`src/eea_pkg.sv`:
```
`timescale 1ns / 1ps
`default_nettype none

package eea_pkg;

    localparam int CNT_W        = 32;
    localparam int PPR_W        = 15;
    localparam int PP_W         = 7;
    localparam int ANGLE_W      = 16;
    localparam int CFG_IDX_W    = 2;
    localparam int CFG_DATA_W   = 15;

    localparam int FOLD_LIMIT_REVS  = 50;
    localparam int FOLD_STEP_REVS   = 30;
    localparam int COUNTS_PER_LINE  = 4;
    localparam int ANGLE_FRAC_BITS  = 14;

    localparam int LINE_SHIFT   = 2;
    localparam int PER_REV_W    = PPR_W + LINE_SHIFT;
    localparam int SCALED_W     = PER_REV_W + ANGLE_FRAC_BITS;
    localparam int LIMIT_MULT   = FOLD_LIMIT_REVS * COUNTS_PER_LINE;
    localparam int STEP_MULT    = FOLD_STEP_REVS * COUNTS_PER_LINE;
    localparam int LIMIT_W      = 23;
    localparam int STEP_W       = 22;
    localparam int PROD_W       = ANGLE_W + PP_W;

    localparam int DIV_RADIX_BITS = 2;
    localparam int DIV_CNT_W      = 4;
    localparam logic [DIV_CNT_W-1:0] DIV1_LAST = DIV_CNT_W'(CNT_W / DIV_RADIX_BITS - 1);
    localparam logic [DIV_CNT_W-1:0] DIV2_LAST = DIV_CNT_W'(ANGLE_W / DIV_RADIX_BITS - 1);

    localparam logic [CFG_IDX_W-1:0] CFG_IDX_PPR        = 2'd0;
    localparam logic [CFG_IDX_W-1:0] CFG_IDX_POLE_PAIRS = 2'd1;
    localparam logic [CFG_IDX_W-1:0] CFG_IDX_ABZ_MODE   = 2'd2;

    localparam logic [PPR_W-1:0] PPR_RESET      = 15'd1024;
    localparam logic [PP_W-1:0]  PP_RESET       = 7'd4;
    localparam logic             ABZ_MODE_RESET = 1'b1;

    typedef struct packed {
        logic accept;
        logic div_start;
        logic div_second;
        logic path_abz;
        logic mech_load;
        logic angle_store;
        logic fold;
        logic out_load;
    } t_dp_cmd;

    typedef struct packed {
        logic rezero;
        logic div_done;
        logic abz_mode;
        logic out_free;
    } t_dp_status;

endpackage

`default_nettype wire

```
`src/eea_if.sv`:
```
`timescale 1ns / 1ps
`default_nettype none

interface eea_in_if;
    logic                               valid;
    logic                               ready;
    logic                               command;
    logic signed [eea_pkg::CNT_W-1:0]   counter_value;

    modport source (output valid, command, counter_value, input ready);
    modport sink   (input valid, command, counter_value, output ready);
endinterface

interface eea_out_if;
    logic                           valid;
    logic                           ready;
    logic [eea_pkg::ANGLE_W-1:0]    electrical_angle;
    logic [eea_pkg::ANGLE_W-1:0]    abz_electrical_angle;

    modport source (output valid, electrical_angle, abz_electrical_angle, input ready);
    modport sink   (input valid, electrical_angle, abz_electrical_angle, output ready);
endinterface

`default_nettype wire

```
`src/eea_div.sv`:
```
`timescale 1ns / 1ps
`default_nettype none

module eea_div (
    input  logic                                i_clk,
    input  logic                                i_rst_n,
    input  logic                                i_start,
    input  logic [eea_pkg::PER_REV_W-1:0]       i_init_rem,
    input  logic [eea_pkg::CNT_W-1:0]           i_bits,
    input  logic [eea_pkg::PER_REV_W-1:0]       i_divisor,
    input  logic [eea_pkg::DIV_CNT_W-1:0]       i_last,
    output logic                                o_done,
    output logic [eea_pkg::PER_REV_W-1:0]       o_rem,
    output logic [eea_pkg::ANGLE_W-1:0]         o_quot
);

    logic                               r_busy;
    logic                               r_done;
    logic [eea_pkg::DIV_CNT_W-1:0]      r_cnt;
    logic [eea_pkg::PER_REV_W-1:0]      r_rem;
    logic [eea_pkg::PER_REV_W-1:0]      r_div;
    logic [eea_pkg::CNT_W-1:0]          r_bits;

    logic [eea_pkg::PER_REV_W:0]        step1;
    logic [eea_pkg::PER_REV_W:0]        step2;
    logic [eea_pkg::PER_REV_W:0]        left1;
    logic                               ge1;
    logic                               ge2;
    logic [eea_pkg::PER_REV_W-1:0]      n_rem;
    logic [eea_pkg::CNT_W-1:0]          n_bits;

    // two restoring steps per cycle
    always_comb begin
        step1 = {r_rem, r_bits[eea_pkg::CNT_W-1]};
        ge1   = step1 >= {1'b0, r_div};
        left1 = ge1 ? (step1 - {1'b0, r_div}) : step1;
        step2 = {left1[eea_pkg::PER_REV_W-1:0], r_bits[eea_pkg::CNT_W-2]};
        ge2   = step2 >= {1'b0, r_div};
        n_rem = ge2 ? eea_pkg::PER_REV_W'(step2 - {1'b0, r_div})
                    : step2[eea_pkg::PER_REV_W-1:0];
        n_bits = {r_bits[eea_pkg::CNT_W-3:0], ge1, ge2};
    end

    always_ff @(posedge i_clk) begin
        if (!i_rst_n) begin
            r_busy <= 1'b0;
            r_done <= 1'b0;
        end else begin
            r_done <= r_busy && (r_cnt == '0);
            if (i_start) begin
                r_busy <= 1'b1;
            end else if (r_busy && (r_cnt == '0)) begin
                r_busy <= 1'b0;
            end
        end
    end

    always_ff @(posedge i_clk) begin
        if (i_start) begin
            r_cnt  <= i_last;
            r_rem  <= i_init_rem;
            r_div  <= i_divisor;
            r_bits <= i_bits;
        end else if (r_busy) begin
            r_cnt  <= r_cnt - 1'b1;
            r_rem  <= n_rem;
            r_bits <= n_bits;
        end
    end

    assign o_done = r_done;
    assign o_rem  = r_rem;
    assign o_quot = r_bits[eea_pkg::ANGLE_W-1:0];

endmodule

`default_nettype wire

```
`src/eea_dp.sv`:
```
`timescale 1ns / 1ps
`default_nettype none

module eea_dp (
    input  logic                                i_clk,
    input  logic                                i_rst_n,
    input  eea_pkg::t_dp_cmd                    i_cmd,
    output eea_pkg::t_dp_status                 o_status,
    input  logic                                i_cfg_we,
    input  logic [eea_pkg::CFG_IDX_W-1:0]       i_cfg_index,
    input  logic [eea_pkg::CFG_DATA_W-1:0]      i_cfg_data,
    input  logic                                i_command,
    input  logic signed [eea_pkg::CNT_W-1:0]    i_counter_value,
    output logic                                o_out_valid,
    input  logic                                i_out_ready,
    output logic [eea_pkg::ANGLE_W-1:0]         o_electrical_angle,
    output logic [eea_pkg::ANGLE_W-1:0]         o_abz_electrical_angle
);

    logic [eea_pkg::PPR_W-1:0]      r_ppr;
    logic [eea_pkg::PP_W-1:0]       r_pp;
    logic                           r_abz_mode;
    logic [eea_pkg::LIMIT_W-1:0]    r_limit;
    logic [eea_pkg::STEP_W-1:0]     r_step;

    logic [eea_pkg::CNT_W-1:0]      r_base;
    logic [eea_pkg::CNT_W-1:0]      r_rt;
    logic [eea_pkg::CNT_W-1:0]      r_abz_base;
    logic [eea_pkg::CNT_W-1:0]      r_abz_rt;
    logic [eea_pkg::ANGLE_W-1:0]    r_held;

    logic                           r_cmd;
    logic                           r_neg;
    logic [eea_pkg::ANGLE_W-1:0]    r_mech;
    logic [eea_pkg::ANGLE_W-1:0]    r_elec;

    logic                           r_out_valid;
    logic [eea_pkg::ANGLE_W-1:0]    r_out_elec;
    logic [eea_pkg::ANGLE_W-1:0]    r_out_abz;

    logic [eea_pkg::CNT_W-1:0]      cnt_u;
    logic [eea_pkg::CNT_W-1:0]      n_rt;
    logic [eea_pkg::CNT_W-1:0]      n_abz_rt;
    logic [eea_pkg::CNT_W-1:0]      sel_total;
    logic [eea_pkg::CNT_W-1:0]      sel_mag;
    logic [eea_pkg::SCALED_W-1:0]   scaled;
    logic [eea_pkg::ANGLE_W-1:0]    mech_val;
    logic [eea_pkg::PROD_W-1:0]     prod;

    logic [eea_pkg::PER_REV_W-1:0]  div_init;
    logic [eea_pkg::CNT_W-1:0]      div_bits;
    logic [eea_pkg::PER_REV_W-1:0]  div_divisor;
    logic [eea_pkg::DIV_CNT_W-1:0]  div_last;
    logic                           div_done;
    logic [eea_pkg::PER_REV_W-1:0]  div_rem;
    logic [eea_pkg::ANGLE_W-1:0]    div_quot;

    // totals beyond fifty turns are pulled back by thirty
    function automatic logic [eea_pkg::CNT_W-1:0] fold_total(
        input logic [eea_pkg::CNT_W-1:0]    total,
        input logic [eea_pkg::LIMIT_W-1:0]  limit,
        input logic [eea_pkg::STEP_W-1:0]   step
    );
        logic [eea_pkg::CNT_W-1:0] mag;
        logic [eea_pkg::CNT_W-1:0] res;
        mag = total[eea_pkg::CNT_W-1] ? (~total + 1'b1) : total;
        res = total;
        if (mag > eea_pkg::CNT_W'(limit)) begin
            res = total[eea_pkg::CNT_W-1] ? (total + eea_pkg::CNT_W'(step))
                                          : (total - eea_pkg::CNT_W'(step));
        end
        return res;
    endfunction

    always_comb begin
        cnt_u     = $unsigned(i_counter_value);
        n_rt      = r_rt + cnt_u - r_base;
        n_abz_rt  = r_abz_rt + cnt_u - r_abz_base;
        sel_total = i_cmd.path_abz ? r_abz_rt : r_rt;
        sel_mag   = sel_total[eea_pkg::CNT_W-1] ? (~sel_total + 1'b1) : sel_total;
        scaled    = {div_rem, {eea_pkg::ANGLE_FRAC_BITS{1'b0}}};
        if (i_cmd.div_second) begin
            div_init    = eea_pkg::PER_REV_W'(scaled[eea_pkg::SCALED_W-1:eea_pkg::ANGLE_W]);
            div_bits    = {scaled[eea_pkg::ANGLE_W-1:0],
                           {(eea_pkg::CNT_W-eea_pkg::ANGLE_W){1'b0}}};
            div_divisor = eea_pkg::PER_REV_W'(r_ppr);
            div_last    = eea_pkg::DIV2_LAST;
        end else begin
            div_init    = '0;
            div_bits    = sel_mag;
            div_divisor = {r_ppr, {eea_pkg::LINE_SHIFT{1'b0}}};
            div_last    = eea_pkg::DIV1_LAST;
        end
        if (r_ppr == '0) begin
            mech_val = '0;
        end else begin
            mech_val = r_neg ? (~div_quot + 1'b1) : div_quot;
        end
        prod = eea_pkg::PROD_W'(r_mech) * eea_pkg::PROD_W'(r_pp);
    end

    eea_div u_div (
        .i_clk      (i_clk),
        .i_rst_n    (i_rst_n),
        .i_start    (i_cmd.div_start),
        .i_init_rem (div_init),
        .i_bits     (div_bits),
        .i_divisor  (div_divisor),
        .i_last     (div_last),
        .o_done     (div_done),
        .o_rem      (div_rem),
        .o_quot     (div_quot)
    );

    always_ff @(posedge i_clk) begin
        if (!i_rst_n) begin
            r_ppr       <= eea_pkg::PPR_RESET;
            r_pp        <= eea_pkg::PP_RESET;
            r_abz_mode  <= eea_pkg::ABZ_MODE_RESET;
            r_base      <= '0;
            r_rt        <= '0;
            r_abz_base  <= '0;
            r_abz_rt    <= '0;
            r_held      <= '0;
            r_out_valid <= 1'b0;
        end else begin
            if (i_cfg_we && (i_cfg_index == eea_pkg::CFG_IDX_PPR)) begin
                r_ppr <= i_cfg_data[eea_pkg::PPR_W-1:0];
            end
            if (i_cfg_we && (i_cfg_index == eea_pkg::CFG_IDX_POLE_PAIRS)) begin
                r_pp <= i_cfg_data[eea_pkg::PP_W-1:0];
            end
            if (i_cfg_we && (i_cfg_index == eea_pkg::CFG_IDX_ABZ_MODE)) begin
                r_abz_mode <= i_cfg_data[0];
            end

            if (i_cmd.accept) begin
                r_base <= cnt_u;
                if (i_command) begin
                    r_rt <= '0;
                end else begin
                    r_rt <= n_rt;
                    if (r_abz_mode) begin
                        r_abz_rt   <= n_abz_rt;
                        r_abz_base <= cnt_u;
                    end
                end
            end else if (i_cmd.fold) begin
                r_rt     <= fold_total(r_rt, r_limit, r_step);
                r_abz_rt <= fold_total(r_abz_rt, r_limit, r_step);
            end

            if (i_cmd.angle_store && i_cmd.path_abz) begin
                r_held <= prod[eea_pkg::ANGLE_W-1:0];
            end

            if (i_cmd.out_load) begin
                r_out_valid <= 1'b1;
            end else if (i_out_ready) begin
                r_out_valid <= 1'b0;
            end
        end
    end

    always_ff @(posedge i_clk) begin
        r_limit <= eea_pkg::LIMIT_W'(r_ppr) * eea_pkg::LIMIT_W'(eea_pkg::LIMIT_MULT);
        r_step  <= eea_pkg::STEP_W'(r_ppr) * eea_pkg::STEP_W'(eea_pkg::STEP_MULT);
        if (i_cmd.accept) begin
            r_cmd  <= i_command;
            r_elec <= '0;
        end
        if (i_cmd.div_start && !i_cmd.div_second) begin
            r_neg <= sel_total[eea_pkg::CNT_W-1];
        end
        if (i_cmd.mech_load) begin
            r_mech <= mech_val;
        end
        if (i_cmd.angle_store && !i_cmd.path_abz) begin
            r_elec <= prod[eea_pkg::ANGLE_W-1:0];
        end
        if (i_cmd.out_load) begin
            r_out_elec <= r_elec;
            r_out_abz  <= r_held;
        end
    end

    always_comb begin
        o_status.rezero   = r_cmd;
        o_status.div_done = div_done;
        o_status.abz_mode = r_abz_mode;
        o_status.out_free = !r_out_valid || i_out_ready;
    end

    assign o_out_valid            = r_out_valid;
    assign o_electrical_angle     = r_out_elec;
    assign o_abz_electrical_angle = r_out_abz;

endmodule

`default_nettype wire

```
`src/eea_ctrl.sv`:
```
`timescale 1ns / 1ps
`default_nettype none

module eea_ctrl (
    input  logic                    i_clk,
    input  logic                    i_rst_n,
    input  logic                    i_in_valid,
    output logic                    o_in_ready,
    output eea_pkg::t_dp_cmd        o_cmd,
    input  eea_pkg::t_dp_status     i_status
);

    typedef enum logic [3:0] {
        S_IDLE,
        S_DIV1,
        S_DIV1_WAIT,
        S_DIV2,
        S_DIV2_WAIT,
        S_MECH,
        S_ELEC,
        S_FOLD,
        S_DONE
    } t_state;

    t_state r_state;
    logic   r_path_abz;

    always_ff @(posedge i_clk) begin
        if (!i_rst_n) begin
            r_state    <= S_IDLE;
            r_path_abz <= 1'b0;
        end else begin
            case (r_state)
                S_IDLE: begin
                    if (i_in_valid) begin
                        r_state    <= S_DIV1;
                        r_path_abz <= 1'b0;
                    end
                end
                S_DIV1: begin
                    r_state <= i_status.rezero ? S_DONE : S_DIV1_WAIT;
                end
                S_DIV1_WAIT: begin
                    if (i_status.div_done) begin
                        r_state <= S_DIV2;
                    end
                end
                S_DIV2: begin
                    r_state <= S_DIV2_WAIT;
                end
                S_DIV2_WAIT: begin
                    if (i_status.div_done) begin
                        r_state <= S_MECH;
                    end
                end
                S_MECH: begin
                    r_state <= S_ELEC;
                end
                S_ELEC: begin
                    if (!r_path_abz && i_status.abz_mode) begin
                        r_state    <= S_DIV1;
                        r_path_abz <= 1'b1;
                    end else begin
                        r_state <= S_FOLD;
                    end
                end
                S_FOLD: begin
                    r_state <= S_DONE;
                end
                S_DONE: begin
                    if (i_status.out_free) begin
                        r_state <= S_IDLE;
                    end
                end
                default: begin
                    r_state <= S_IDLE;
                end
            endcase
        end
    end

    always_comb begin
        o_in_ready        = (r_state == S_IDLE);
        o_cmd.accept      = (r_state == S_IDLE) && i_in_valid;
        o_cmd.div_start   = ((r_state == S_DIV1) && !i_status.rezero) || (r_state == S_DIV2);
        o_cmd.div_second  = (r_state == S_DIV2);
        o_cmd.path_abz    = r_path_abz;
        o_cmd.mech_load   = (r_state == S_MECH);
        o_cmd.angle_store = (r_state == S_ELEC);
        o_cmd.fold        = (r_state == S_FOLD);
        o_cmd.out_load    = (r_state == S_DONE) && i_status.out_free;
    end

endmodule

`default_nettype wire

```
`src/encoder_electrical_angle.sv`:
```
// encoder_electrical_angle
// Turns samples of a free-running 32-bit quadrature counter into a 16-bit
// electrical angle, plus a second angle from an independent ABZ accumulator.
// Channels: i_sample carries command (0 sample, 1 rezero) and counter_value;
// o_angle carries electrical_angle and abz_electrical_angle. A transaction
// happens when valid and ready are both high at a rising edge.
// Configuration: i_cfg_we, i_cfg_index (0 pulses per rev, 1 pole pairs,
// 2 abz mode) and i_cfg_data; write only while no transaction is in flight.
// Timing: one item at a time. The two divisions per angle run in one shared
// radix-4 divider (16 steps for the remainder, 8 for the scaled quotient);
// with ABZ mode on both angles go through it in turn, and a rezero skips
// the divider. The next sample is taken in the cycle after the result is
// loaded into the output register.
// Reset: synchronous, active low; totals, baselines and the held ABZ angle
// clear, configuration returns to 1024 lines, 4 pole pairs, ABZ mode on.
// Stall: a result waits in the output register; the block finishes the next
// item and then holds it until the output register frees.
`timescale 1ns / 1ps
`default_nettype none

module encoder_electrical_angle (
    input  logic                                i_clk,
    input  logic                                i_rst_n,
    eea_in_if.sink                              i_sample,
    eea_out_if.source                           o_angle,
    input  logic                                i_cfg_we,
    input  logic [eea_pkg::CFG_IDX_W-1:0]       i_cfg_index,
    input  logic [eea_pkg::CFG_DATA_W-1:0]      i_cfg_data
);

    eea_pkg::t_dp_cmd       dp_cmd;
    eea_pkg::t_dp_status    dp_status;
    logic                   in_ready;
    logic                   out_valid;
    logic [eea_pkg::ANGLE_W-1:0] elec;
    logic [eea_pkg::ANGLE_W-1:0] abz_elec;

    eea_ctrl u_ctrl (
        .i_clk      (i_clk),
        .i_rst_n    (i_rst_n),
        .i_in_valid (i_sample.valid),
        .o_in_ready (in_ready),
        .o_cmd      (dp_cmd),
        .i_status   (dp_status)
    );

    eea_dp u_dp (
        .i_clk                  (i_clk),
        .i_rst_n                (i_rst_n),
        .i_cmd                  (dp_cmd),
        .o_status               (dp_status),
        .i_cfg_we               (i_cfg_we),
        .i_cfg_index            (i_cfg_index),
        .i_cfg_data             (i_cfg_data),
        .i_command              (i_sample.command),
        .i_counter_value        (i_sample.counter_value),
        .o_out_valid            (out_valid),
        .i_out_ready            (o_angle.ready),
        .o_electrical_angle     (elec),
        .o_abz_electrical_angle (abz_elec)
    );

    assign i_sample.ready               = in_ready;
    assign o_angle.valid                = out_valid;
    assign o_angle.electrical_angle     = elec;
    assign o_angle.abz_electrical_angle = abz_elec;

endmodule

`default_nettype wire

```
`src/flat_wrapper.sv`:
```
// flat-port wrapper written by rule: the top's interface ports become plain ports
module encoder_electrical_angle_flat 
  (i_clk, i_rst_n, i_cfg_we, i_cfg_index, i_cfg_data, i_sample_valid, i_sample_command, i_sample_counter_value, i_sample_ready, o_angle_valid, o_angle_electrical_angle, o_angle_abz_electrical_angle, o_angle_ready);
  eea_in_if i_sample_i ();
  eea_out_if o_angle_i ();
  input  logic i_clk;
  input  logic i_rst_n;
  input  logic i_cfg_we;
  input  logic [eea_pkg::CFG_IDX_W-1:0] i_cfg_index;
  input  logic [eea_pkg::CFG_DATA_W-1:0] i_cfg_data;
  input wire logic [$bits(i_sample_i.valid)-1:0] i_sample_valid;
  input wire logic [$bits(i_sample_i.command)-1:0] i_sample_command;
  input wire logic [$bits(i_sample_i.counter_value)-1:0] i_sample_counter_value;
  output wire logic [$bits(i_sample_i.ready)-1:0] i_sample_ready;
  output wire logic [$bits(o_angle_i.valid)-1:0] o_angle_valid;
  output wire logic [$bits(o_angle_i.electrical_angle)-1:0] o_angle_electrical_angle;
  output wire logic [$bits(o_angle_i.abz_electrical_angle)-1:0] o_angle_abz_electrical_angle;
  input wire logic [$bits(o_angle_i.ready)-1:0] o_angle_ready;
  assign i_sample_i.valid = i_sample_valid;
  assign i_sample_i.command = i_sample_command;
  assign i_sample_i.counter_value = i_sample_counter_value;
  assign i_sample_ready = i_sample_i.ready;
  assign o_angle_valid = o_angle_i.valid;
  assign o_angle_electrical_angle = o_angle_i.electrical_angle;
  assign o_angle_abz_electrical_angle = o_angle_i.abz_electrical_angle;
  assign o_angle_i.ready = o_angle_ready;
  encoder_electrical_angle u_core (.i_clk(i_clk), .i_rst_n(i_rst_n), .i_sample(i_sample_i), .o_angle(o_angle_i), .i_cfg_we(i_cfg_we), .i_cfg_index(i_cfg_index), .i_cfg_data(i_cfg_data));
endmodule
```
`config.mk`:
```
export PLATFORM = sky130hd
export DESIGN_NAME = encoder_electrical_angle_flat
export DESIGN_NICKNAME = d
export VERILOG_FILES = /design/src/eea_pkg.sv /design/src/eea_if.sv /design/src/eea_div.sv /design/src/eea_dp.sv /design/src/eea_ctrl.sv /design/src/encoder_electrical_angle.sv /design/src/flat_wrapper.sv
export SDC_FILE = /design/constraint.sdc
export NUM_CORES = 2
export LEC_CHECK = 0
export ABC_CLOCK_PERIOD_IN_PS = 6750
export BUFFER_PORTS_ARGS = -buffer_cell sky130_fd_sc_hd__buf_4
export CELL_PAD_IN_SITES_DETAIL_PLACEMENT = 2
export CELL_PAD_IN_SITES_GLOBAL_PLACEMENT = 2
export CORE_UTILIZATION = 40
export CTS_BUF_LIST = sky130_fd_sc_hd__clkbuf_16
export CTS_CLUSTER_SIZE = 24
export DETAILED_ROUTE_END_ITERATION = 8
export GPL_TIMING_DRIVEN = 0
export HOLD_SLACK_MARGIN = 0.03
export PLACE_DENSITY = 0.86
export SLEW_MARGIN = 20
export SYNTH_ARGS = -nofsm -noshare
export SYNTH_HDL_FRONTEND = slang
export SYNTH_SLANG_ARGS = --single-unit
```
`constraint.sdc`:
```
create_clock -name i_clk -period 6.75 [get_ports i_clk]
set_input_delay 1.35 -clock i_clk [delete_from_list [all_inputs] [get_ports i_clk]]
set_output_delay 1.35 -clock i_clk [all_outputs]
set_load 0.01 [all_outputs]
```
==> flow_summary.yaml <==
die:
  die_x_um: 283
  die-area_um2: 80100
  row_count: 102
  initial_utilization_pct: 40.6
  core-area_um2: 77700
  fp.dieH_um: 283
  io_pins: 89
finish:
  fin_nets: 4425
  fill_cells: 8689
  area_growth_pct: 11.3
  post-route-util_pct: 45.2
  drive_above_1_share_pct: 5.51
logic_synthesis:
  ys_types: 83
  ys.flop_type: "dfxtp_1"
  synth_nets: 4287
  yosys-top-cells-area: "dfxtp_1, edfxtp_1, ha_1, fa_1, nand2_1"
  synth_top_area_share_pct: 13.5
  ys_seq_area_share_pct: 26.4
  synth_edf_count: 136
  yosysMostFrequentCell: "nand2_1"
  async_flop_share_pct: 0
  avgSynthCellArea_um2: 8.35
  ys_top_cells_by_count: "nand2_1, inv_1, ha_1"
  ys.warnings.count: 0
  ys_seq_elements: 349
  synth_area_um2: 31600
  syn_inst: 3780
  synth.largest_area_cell: "dfxtp_1"
sta:
  finalMaxSlewViolations: 0
  hold_violations: 0
  slew_headroom_pct: 20.1
  period_minus_slack_ns: 6.67
  fin_ws_ns: 0.0827
  fmax_mhz: 150
  setup_viol_count_final: 0
  finalClockSkew_ns: 0.0194
  max_slew.worst_pin.slew_ns: 1.20
  rsz0062_at_grt: "false"
  setup_tns_ns: 0
  hold_ws_ns: 0.425
  fin_crit_sh_pct: 98.8
global_route:
  antenna_found_initial: 3
  grt_util_all_layers_pct: 33.7
  grt_pass1_vias: 33300
  grt_max_degree: 54
  grt_pass1_wl_um: 208000
  grt-ovfl-total: 0
placed_design:
  pre_cts_ws_ns: 0.0451
  routabilityCongestion: 0.982
  port_buffers: 88
  dp_hpwl_um: 108000
pwr:
  p_per_area_nw_per_um2: 514
  ir_drop_uv: 214
  leakagePower_nw: 15.4
routing:
  routed-wl-met3_um: 6240
  drt_first_pass_iters: 5
  met1_length_um: 55800
  drc: 0
  drt.antenna.violating_nets: 0
  met2_length_um: 67100
  highest_layer: "met4"
  num_vias: 29900
  viasPerCell: 5.99
  routedWlPerCell_um: 27.5
  first_iter_violations: 1997
  wirelength_um: 137000
clocking:
  clk_pin_slew_worst_paths_ns: 0.06
  htree_levels: 2
  cts.sinks: 349
  cts-root-buf: "clkbuf_16"
  clk_latency_ns: 0.61
  cts_buffers: 47
  cts_setup_buffers: 0
  hold_buffers: 0
  cts_buffer_depth: 3
  cts_tree: "yes"
worst_setup_path:
  cp_data_required_time_ns: 7.08
  critPathKind: "reg2reg"
  cp_max_fo: 10
  cp-start-kind: "flip-flop"
  crit_arrival_ns: 7.00
  endpoint_kind: "flip-flop"
hold_path:
  min_path_type: "reg2reg"
flow_run:
  maxCapViolCount: 0
status:
  status: "completed"
[layout by cell type (no fill, tap or decap), types with 22 or more instances in the layout]
master     netlist  layout
inv_1          423     432
nor2_1         292     292
o21a_1          28      28
and3_1          27      27
mux2i_1         62      62
clkbuf_16        0      47
a31oi_1         31      31
nand3_1         81      81
clkbuf_1       115     109
o21bai_1        31      31
dfxtp_1        213     213
a21oi_1        290     290
o31ai_1         22      22
xor2_1         113     113
and2_1          38      38
xnor2_1        170     170
fa_1           155     155
a211oi_1        42      41
a21o_1          74      74
nand4_1         35      35
nor3_1          73      72
edfxtp_1       136     136
o21ai_0        207     206
buf_4            0      88
ha_1           297     297
nand2_1        457     457
or3_1           31      30
[power breakdown]
part           total [mW]  switching, mW  leakage, nW  internal (mW)
registers            3.33          0.645         3.01           2.69
clock network        2.62           1.09        0.790           1.53
logic                12.1           7.63         11.6           4.49
total                18.1           9.37         15.4           8.71
[path summary, 6_finish.rpt]
kind,slack (ns),depth (start not counted),startpoint,to
max,0.08,14,u_core.u_ctrl.r_path_abz,u_core.u_dp.u_div.r_bits[28]
min,0.42,0,u_core.u_dp.r_elec[12],u_core.u_dp.o_electrical_angle[12]
max reg2reg,0.08,14,u_core.u_ctrl.r_path_abz,u_core.u_dp.u_div.r_bits[28]
min reg2reg,0.42,0,u_core.u_dp.r_elec[12],u_core.u_dp.o_electrical_angle[12]
[routing by layer]
layer | global-route usage [%] | up-vias
li1 | - | 13400
met2 | 58.9 | 916
met1 | 40.3 | 15300
met5 | 0 | -
met4 | 18.2 | 0
met3 | 4.06 | 366
[metrics by stage]
stage,cell area (um^2),power (mW),instances
3_5_place_dp,33600,14.9,4909
2_1_floorplan,31600,11.2,3780
3_3_place_gp,33500,14.4,4908
6_report,35100,18.1,4994
4_1_cts,35100,17.8,4993
5_1_grt,35100,19.1,4993
[state kept, by name, indices dropped and copies added (netlist names), 15 cells and up]
name,flops
u_core.u_dp.u_div.r_bits,32
u_core.u_dp.r_base,32
u_core.u_dp.r_step,19
u_core.u_dp.r_abz_base,32
u_core.u_dp.o_abz_electrical_angle,16
u_core.u_dp.r_mech,16
u_core.u_dp.r_held,16
u_core.u_dp.u_div.r_div,17
u_core.u_dp.r_elec,16
u_core.u_dp.u_div.o_rem,17
u_core.u_dp.o_electrical_angle,16
u_core.u_dp.r_limit,19
u_core.u_dp.r_ppr,15
u_core.u_dp.r_rt,32
u_core.u_dp.r_abz_rt,32
[cells by family after synthesis]
kind of cell	synth area share, %
compound gates	18.8
xor+xnor	7.85
fa+ha+maj	21.6
buf+inv	6.84
flops	26.4
mux	2.32
simple gates	16.2
[cell type report]
class | count | area [um^2] | area share, %
multi-input cells | 2863 | 21100 | 60.0
flip-flops and latches | 349 | 8350 | 23.8
inverters | 425 | 1600 | 4.54
well taps | 1040 | 1300 | 3.70
clock buffers | 47 | 1180 | 3.35
repair buffers | 89 | 688 | 1.96
plain buffers | 143 | 573 | 1.63
clock inverters | 37 | 367 | 1.04
diodes | 1 | 2.50 | 0.00712
[critical path, cell delays in order, from the launching register on]
cell and delay, ns:
dfxtp_1 0.31, clkbuf_1 0.58, clkbuf_1 0.53, buf_1 0.59, clkbuf_1 0.66, buf_1 0.68
mux2i_1 0.54, ha_1 0.37, o21ai_0 0.31, nor2_1 0.36, nand4_1 0.27, nor3_1 0.37
a21oi_1 0.15, xor2_1 0.17, o21ai_0 0.49
[what timing repair did]
item,4_1_cts,5_1_grt
setup endpoints to repair,4,18
hold endpoints to repair,0,0
gates resized for setup,1,8
(Power assumes the default switching activity.)
